**src/ivm_pkg.sv**
```systemverilog
`timescale 1ns / 1ps
`default_nettype none
// ----------------------------------------------------------------------------
// ivm_pkg
// Shared sizes, controller states and the command/status bundles of the
// integer vector magnitude block.
// ----------------------------------------------------------------------------
package ivm_pkg;

  // Field and datapath sizes
  localparam int ElemWidth = 16;
  localparam int SqWidth   = 2 * ElemWidth;
  localparam int SumWidth  = 41;
  localparam int FracBits  = 8;
  localparam int MagWidth  = 29;
  localparam int SumPairs  = (SumWidth + 1) / 2;
  localparam int RootSteps = SumPairs + FracBits;
  localparam int StepWidth = $clog2(RootSteps);
  localparam int RemWidth  = MagWidth + 3;
  localparam int InTdataW  = ((ElemWidth + 7) / 8) * 8;
  localparam int OutTdataW = ((MagWidth + 7) / 8) * 8;

  // Controller states, one-hot
  typedef enum logic [4:0] {
    StAccum = 5'b00001,
    StFlush = 5'b00010,
    StLoad  = 5'b00100,
    StRoot  = 5'b01000,
    StDone  = 5'b10000
  } ivm_state_e;

  // Controller to datapath
  typedef struct packed {
    logic sq_en;      // register the square of the incoming element
    logic root_load;  // load the root unit from the finished sum
    logic root_step;  // one digit of the root
    logic out_load;   // move the root to the output register, clear the sum
  } ivm_cmd_t;

  // Datapath to controller
  typedef struct packed {
    logic out_free;   // output register empty or drained this cycle
  } ivm_status_t;

endpackage : ivm_pkg
`default_nettype wire

```
**src/ivm_ctrl.sv**
```systemverilog
`timescale 1ns / 1ps
`default_nettype none
// ----------------------------------------------------------------------------
// ivm_ctrl
// Sequencer: accepts elements, waits for the last square to land, steps the
// root unit digit by digit and hands the result to the output register.
// ----------------------------------------------------------------------------
module ivm_ctrl
  import ivm_pkg::*;
(
  input  wire logic        clk_i,
  input  wire logic        rst_ni,
  input  wire logic        in_valid_i,
  input  wire logic        in_last_i,
  output logic             in_ready_o,
  output ivm_cmd_t         cmd_o,
  input  wire ivm_status_t status_i
);

  ivm_state_e            state_q, state_d;
  logic [StepWidth-1:0]  step_q, step_d;
  logic                  in_acc_w;

  assign in_ready_o = (state_q == StAccum);
  assign in_acc_w   = in_valid_i && in_ready_o;

  // Next state and commands
  always_comb begin
    state_d = state_q;
    step_d  = step_q;
    cmd_o   = '0;
    unique case (state_q)
      StAccum: begin
        cmd_o.sq_en = in_acc_w;
        if (in_acc_w && in_last_i) begin
          state_d = StFlush;
        end
      end
      StFlush: begin
        state_d = StLoad;
      end
      StLoad: begin
        cmd_o.root_load = 1'b1;
        step_d          = '0;
        state_d         = StRoot;
      end
      StRoot: begin
        cmd_o.root_step = 1'b1;
        step_d          = step_q + StepWidth'(1);
        if (step_q == StepWidth'(RootSteps - 1)) begin
          state_d = StDone;
        end
      end
      StDone: begin
        if (status_i.out_free) begin
          cmd_o.out_load = 1'b1;
          state_d        = StAccum;
        end
      end
      default: begin
        state_d = StAccum;
      end
    endcase
  end

  // State registers
  always_ff @(posedge clk_i or negedge rst_ni) begin
    if (!rst_ni) begin
      state_q <= StAccum;
      step_q  <= '0;
    end else begin
      state_q <= state_d;
      step_q  <= step_d;
    end
  end

endmodule : ivm_ctrl
`default_nettype wire

```
**src/ivm_datapath.sv**
```systemverilog
`timescale 1ns / 1ps
`default_nettype none
// ----------------------------------------------------------------------------
// ivm_datapath
// Square register, saturating sum of squares, restoring square root one
// digit per cycle, and the output register.
// ----------------------------------------------------------------------------
module ivm_datapath
  import ivm_pkg::*;
(
  input  wire logic                  clk_i,
  input  wire logic                  rst_ni,
  input  wire logic [ElemWidth-1:0]  elem_i,
  input  wire ivm_cmd_t              cmd_i,
  output ivm_status_t                status_o,
  output logic [MagWidth-1:0]        mag_o,
  output logic                       sat_o,
  output logic                       out_valid_o,
  input  wire logic                  out_ready_i
);

  logic [ElemWidth-1:0]    abs_w;
  logic [SqWidth-1:0]      sq_q;
  logic                    sq_vld_q;
  logic [SumWidth-1:0]     sum_q;
  logic                    ovf_q;
  logic [SumWidth:0]       sum_ext_w;
  logic [2*SumPairs-1:0]   shift_q;
  logic [1:0]              pair_w;
  logic [RemWidth-1:0]     rem_q, rem_sh_w, trial_w;
  logic [MagWidth-1:0]     root_q;
  logic                    ge_w;
  logic [MagWidth-1:0]     mag_q;
  logic                    sat_q;
  logic                    out_vld_q;

  // Magnitude of the element, two's complement
  assign abs_w = elem_i[ElemWidth-1] ? (~elem_i + ElemWidth'(1)) : elem_i;

  // Square stage
  always_ff @(posedge clk_i or negedge rst_ni) begin
    if (!rst_ni) begin
      sq_vld_q <= 1'b0;
    end else begin
      sq_vld_q <= cmd_i.sq_en;
    end
  end

  always_ff @(posedge clk_i) begin
    if (cmd_i.sq_en) begin
      sq_q <= SqWidth'(abs_w) * SqWidth'(abs_w);
    end
  end

  // Accumulate, clamp at full scale
  assign sum_ext_w = {1'b0, sum_q} + (SumWidth + 1)'(sq_q);

  always_ff @(posedge clk_i or negedge rst_ni) begin
    if (!rst_ni) begin
      sum_q <= '0;
      ovf_q <= 1'b0;
    end else if (cmd_i.out_load) begin
      sum_q <= '0;
      ovf_q <= 1'b0;
    end else if (sq_vld_q) begin
      if (sum_ext_w[SumWidth]) begin
        sum_q <= '1;
        ovf_q <= 1'b1;
      end else begin
        sum_q <= sum_ext_w[SumWidth-1:0];
      end
    end
  end

  // Root digit: bring down a bit pair, try to subtract 4*root+1
  assign pair_w   = shift_q[2*SumPairs-1 -: 2];
  assign rem_sh_w = {rem_q[RemWidth-3:0], pair_w};
  assign trial_w  = RemWidth'({root_q, 2'b01});
  assign ge_w     = (rem_sh_w >= trial_w);

  always_ff @(posedge clk_i) begin
    if (cmd_i.root_load) begin
      shift_q <= (2 * SumPairs)'(sum_q);
      rem_q   <= '0;
      root_q  <= '0;
    end else if (cmd_i.root_step) begin
      shift_q <= {shift_q[2*SumPairs-3:0], 2'b00};
      rem_q   <= ge_w ? (rem_sh_w - trial_w) : rem_sh_w;
      root_q  <= {root_q[MagWidth-2:0], ge_w};
    end
  end

  // Output register
  assign status_o.out_free = !out_vld_q || out_ready_i;

  always_ff @(posedge clk_i or negedge rst_ni) begin
    if (!rst_ni) begin
      out_vld_q <= 1'b0;
    end else if (cmd_i.out_load) begin
      out_vld_q <= 1'b1;
    end else if (out_ready_i) begin
      out_vld_q <= 1'b0;
    end
  end

  always_ff @(posedge clk_i) begin
    if (cmd_i.out_load) begin
      mag_q <= root_q;
      sat_q <= ovf_q;
    end
  end

  assign mag_o       = mag_q;
  assign sat_o       = sat_q;
  assign out_valid_o = out_vld_q;

endmodule : ivm_datapath
`default_nettype wire

```
**src/int_vector_magnitude.sv**
```systemverilog
`timescale 1ns / 1ps
`default_nettype none
// Throughput: one element per cycle while a vector streams in.
// After the last element is taken the sequencer steps through its flush, load,
// root and done states; root runs the one-digit-per-cycle square root iteration.
// Input is held off from the last element until the root reaches the output
// register (and that register is free). Reset is asynchronous, active low,
// and clears the sum, the overflow flag, the sequencer and the output valid.
// ----------------------------------------------------------------------------
// int_vector_magnitude
// Euclidean magnitude of a stream of signed elements, as unsigned fixed
// point with 8 fraction bits, truncated, with a saturation flag.
// ----------------------------------------------------------------------------
module int_vector_magnitude
  import ivm_pkg::*;
(
  input  wire logic                  clk_i,
  input  wire logic                  rst_ni,
  // Input stream
  input  wire logic                  s_axis_tvalid_i,
  output logic                       s_axis_tready_o,
  input  wire logic [InTdataW-1:0]   s_axis_tdata_i,  // [15:0] element (signed)
  input  wire logic                  s_axis_tlast_i,  // last_element
  // Result stream
  output logic                       m_axis_tvalid_o,
  input  wire logic                  m_axis_tready_i,
  output logic [OutTdataW-1:0]       m_axis_tdata_o,  // [28:0] magnitude, zero above
  output logic                       m_axis_tuser_o   // [0] saturated
);

  ivm_cmd_t             cmd;
  ivm_status_t          status;
  logic [MagWidth-1:0]  mag;

  ivm_ctrl u_ctrl (
    .clk_i      (clk_i),
    .rst_ni     (rst_ni),
    .in_valid_i (s_axis_tvalid_i),
    .in_last_i  (s_axis_tlast_i),
    .in_ready_o (s_axis_tready_o),
    .cmd_o      (cmd),
    .status_i   (status)
  );

  ivm_datapath u_datapath (
    .clk_i       (clk_i),
    .rst_ni      (rst_ni),
    .elem_i      (s_axis_tdata_i[ElemWidth-1:0]),
    .cmd_i       (cmd),
    .status_o    (status),
    .mag_o       (mag),
    .sat_o       (m_axis_tuser_o),
    .out_valid_o (m_axis_tvalid_o),
    .out_ready_i (m_axis_tready_i)
  );

  // Pad the magnitude to whole bytes
  assign m_axis_tdata_o = OutTdataW'(mag);

endmodule : int_vector_magnitude
`default_nettype wire
```
**config.mk**
```make
export PLATFORM = sky130hd
export DESIGN_NAME = int_vector_magnitude
export DESIGN_NICKNAME = d
export VERILOG_FILES = /design/src/ivm_pkg.sv /design/src/ivm_ctrl.sv /design/src/ivm_datapath.sv /design/src/int_vector_magnitude.sv
export SDC_FILE = /design/constraint.sdc
export NUM_CORES = 1
export LEC_CHECK = 0
export BUFFER_PORTS_ARGS = -buffer_cell sky130_fd_sc_hd__buf_2
export CORE_UTILIZATION = 55
export DETAILED_ROUTE_END_ITERATION = 10
export PLACE_DENSITY = 0.73
export SYNTH_ARGS = -nofsm -noshare
export SYNTH_HDL_FRONTEND = slang
export SYNTH_SLANG_ARGS = --single-unit
```
**constraint.sdc**
```tcl
create_clock -name clk_i -period 3.5 [get_ports clk_i]
set_input_delay 0.525 -clock clk_i [delete_from_list [all_inputs] [get_ports clk_i]]
set_output_delay 0.525 -clock clk_i [all_outputs]
set_load 0.01 [all_outputs]
```
==> reports/qor.txt <==
Final critical-path share of the clock period -> 2.14
Flip-flop and latch area -> 5620 um^2
Number of DRC violations after detailed routing -> 0
Floorplan row count -> 67
Clock tree from TritonCTS -> done
Antenna violations before repair -> 0
Total global routing track utilization -> 0.245
Count of routing violations after the opening detailed-route iteration -> 1211
Cell count after synthesis -> 2030
Cell area after synthesis -> 18800 um^2
Largest area contributor in the synthesized netlist -> sky130_fd_sc_hd__fa_1
Number of clock sinks -> 216
Minimum setup slack in the final design -> -4.00 ns
Wirelength, routed -> 42800 um
Initial core utilization -> 0.560
Post-route cell area -> 22800 um^2
Hold depth -> 2
Worst Setup Slack post-DPL -> -4.69 ns
Placed cells -> 2704
CP Buf/Inv Count -> 6
Pin count of the biggest net entering global routing -> 56
Layout area overhead -> 21.3%
Average via count per standard cell -> 5.44
Worst min-delay path class -> input pin to flip-flop
Height of the chip -> 187 um
Hpwl dp -> 34000 um
Type of element capturing the critical path -> flip-flop
Port Buffers -> 52
Arrival time at the worst endpoint -> 7.75 ns
Critical path's most frequent cell -> sky130_fd_sc_hd__fa_1
Max stage delay cell, worst path -> sky130_fd_sc_hd__fa_1
Count of flip-flops with a built-in enable after synthesis -> 102
Core area -> 33500 um^2
Max-cap check violation count -> 0
Share of Yosys cell area claimed by the top area cell type -> 0.176
Failing checks -> negative setup slack
Main area contributors after synthesis -> sky130_fd_sc_hd__fa_1, sky130_fd_sc_hd__edfxtp_1, sky130_fd_sc_hd__ha_1
Average wire length per cell after detail routing -> 15.5 um
Critical Path Start Type -> input pin
Proportion of layout cells with a drive suffix above 1 -> 0.206
Max transition margin -> 0.564
Pins over their slew limit -> 0
Status -> complete, but fails checks
Number of top-level pins -> 56
Number of flip-flops and latches in the synthesized netlist -> 216
Transition at the pin with the smallest max-transition slack -> 0.637 ns
Most used cells in the layout excluding fill and tap cells -> sky130_fd_sc_hd__inv_1, sky130_fd_sc_hd__nand2_1, sky130_fd_sc_hd__buf_4
Share of the yosys chip area belonging to registers -> 0.299
Time the worst path needs with I/O delays and setup -> 7.50 ns
Via count -> 15077
Leading cell type in the layout, fill and taps excluded -> sky130_fd_sc_hd__inv_1
Setup slack on the worst flop-to-flop path -> 0.23 ns
Final setup violation count -> 27
Setup Crit Path Kind -> input pin to flip-flop
Source of the worst register-to-register timing path -> u_datapath.root_q[0]
Number of cells on the worst reg-to-reg path -> 15
Number of nets still failing antenna checks after routing -> 0
Biggest fanout along the worst timing path -> 4
H-tree depth -> 1
Number of global-route vias before repair -> 15402
CTS Root Cell -> sky130_fd_sc_hd__clkbuf_16
Final cell count without fillers -> 2769
Clock insertion delay at the later pin of the skew report -> 0.50 ns
Global-route wire length before repair -> 71600 um
Fmax -> 133 MHz
Setup repair after global routing missed its margin -> yes
Chip width -> 187 um
Setup Skew -> 0.0135 ns
Ys async rst share -> 0.250
Filler Cells Inserted -> 2589
Number of optimization iterations in the first detailed-route pass -> 6
Dominant delay contributor by cell family on the critical path -> adder cells
Worst hold start -> s_axis_tlast_i
Final weighted congestion of routability-driven global placement -> 0.915
Count of synthesis-stage warnings from yosys -> 0
Antenna fix cells -> 0
Longest individual stage delay on the worst path -> 0.55 ns
Area used by multi-input combinational logic -> 12400 um^2
Number of distinct library cell variants in the gate-level netlist after synthesis -> 81
Instance area at placement -> 21400 um^2
Post-Syn Area per Cell -> 9.25 um^2
Hold Path End -> u_ctrl.state_q[1]
Worst hold margin -> 0.288 ns
Final Hold Fails -> 0
Data required time of the critical path -> 3.75 ns
Leftover overflow at the end of global routing -> 0
Deepest clock path buffer count -> 3
Number of buffers created by CTS -> 21
Nets -> 2656
Clock slew at reported path FFs -> 0.06 ns
Die area -> 34900 um^2
Endpoint of the lowest-slack register-to-register path -> u_datapath.rem_q[25]
Most frequently used flop master after synthesis -> sky130_fd_sc_hd__edfxtp_1
-- synth_stat cells (24+ instances only) --
cell                       instances
sky130_fd_sc_hd__and3_1           24
sky130_fd_sc_hd__dfxtp_1          60
sky130_fd_sc_hd__edfxtp_1        102
sky130_fd_sc_hd__a21oi_1         137
sky130_fd_sc_hd__fa_1            165
sky130_fd_sc_hd__xnor2_1          60
sky130_fd_sc_hd__o22ai_1          28
sky130_fd_sc_hd__dfrtp_1          53
sky130_fd_sc_hd__clkbuf_1         64
sky130_fd_sc_hd__xor2_1           40
sky130_fd_sc_hd__nand3_1          26
sky130_fd_sc_hd__a21o_1           37
sky130_fd_sc_hd__inv_1           293
sky130_fd_sc_hd__mux2i_1          38
sky130_fd_sc_hd__nor2_1          114
sky130_fd_sc_hd__ha_1            163
sky130_fd_sc_hd__nand2_1         276
sky130_fd_sc_hd__o21ai_0         102
-- state kept, by name, indices dropped and copies added, names as in the netlist --
signal	flops
u_datapath.shift_q	42
u_datapath.sum_q	41
u_datapath.sq_q	31
u_datapath.rem_q	30
u_datapath.mag_o	29
u_datapath.root_q	29
u_ctrl.state_q	5
u_ctrl.step_q	5
u_datapath.out_valid_o	1
u_datapath.ovf_q	1
u_datapath.sat_o	1
u_datapath.sq_vld_q	1
-- worst max path at each step --
stage	depth (start not counted)	to	slack, ns	start
2_1_floorplan	30	u_datapath.sq_q[31]	-4.42	s_axis_tdata_i[4]
3_3_place_gp	28	u_datapath.sq_q[31]	-4.60	s_axis_tdata_i[4]
3_5_place_dp	28	u_datapath.sq_q[31]	-4.69	s_axis_tdata_i[4]
4_1_cts	29	u_datapath.sq_q[31]	-3.88	s_axis_tdata_i[4]
5_1_grt	29	u_datapath.sq_q[30]	-4.22	s_axis_tdata_i[4]
6_report	28	u_datapath.sq_q[31]	-4.00	s_axis_tdata_i[4]
-- layout make-up --
class / count / share of cell area
timing repair buffer: 314 / 0.103
clock buffer: 26 / 0.0252
sequential: 216 / 0.247
multi-input combinational: 1453 / 0.545
tap: 448 / 0.0246
clock inverter: 11 / 0.00522
inverter: 301 / 0.0502
-- metrics by stage --
step                       util  TNS [ns]
final                     0.679    -81.11
after global routing      0.679    -85.95
after CTS                 0.673    -78.54
after detailed placement  0.639    -98.45
after global placement    0.639    -96.24
after floorplan               -    -84.87
-- cell families after synthesis --
logic type	count (synthesis)	share of synthesized area
buffers and inverters	373	0.0760
adders and majority gates	328	0.285
other	2	0.000400
xor gates and xnor gates	101	0.0481
and+or+nand+nor	540	0.127
DFF	216	0.299
muxes	39	0.0209
AOI/OAI and AO/OA	431	0.144
-- repair_timing --
item,CTS,global route
resized for setup,65,33
pin swaps,60,51
setup endpoints to repair,27,41
hold buffers,1,0
endpoints found under the hold margin,16,0
setup buffers,14,17
-- layer usage --
metal	wire length (um)	GRT usage	up-vias	part of all wire
li1	-	-	7377	-
met4	989	0.0656	0	0.023
met2	22300	0.463	340	0.52
met3	1480	0.0211	67	0.035
met5	0	0	-	0
met1	18000	0.298	7293	0.42
Power is not shown: default switching activity piles up to over one toggle a cycle in this logic, so the estimate is an artifact.
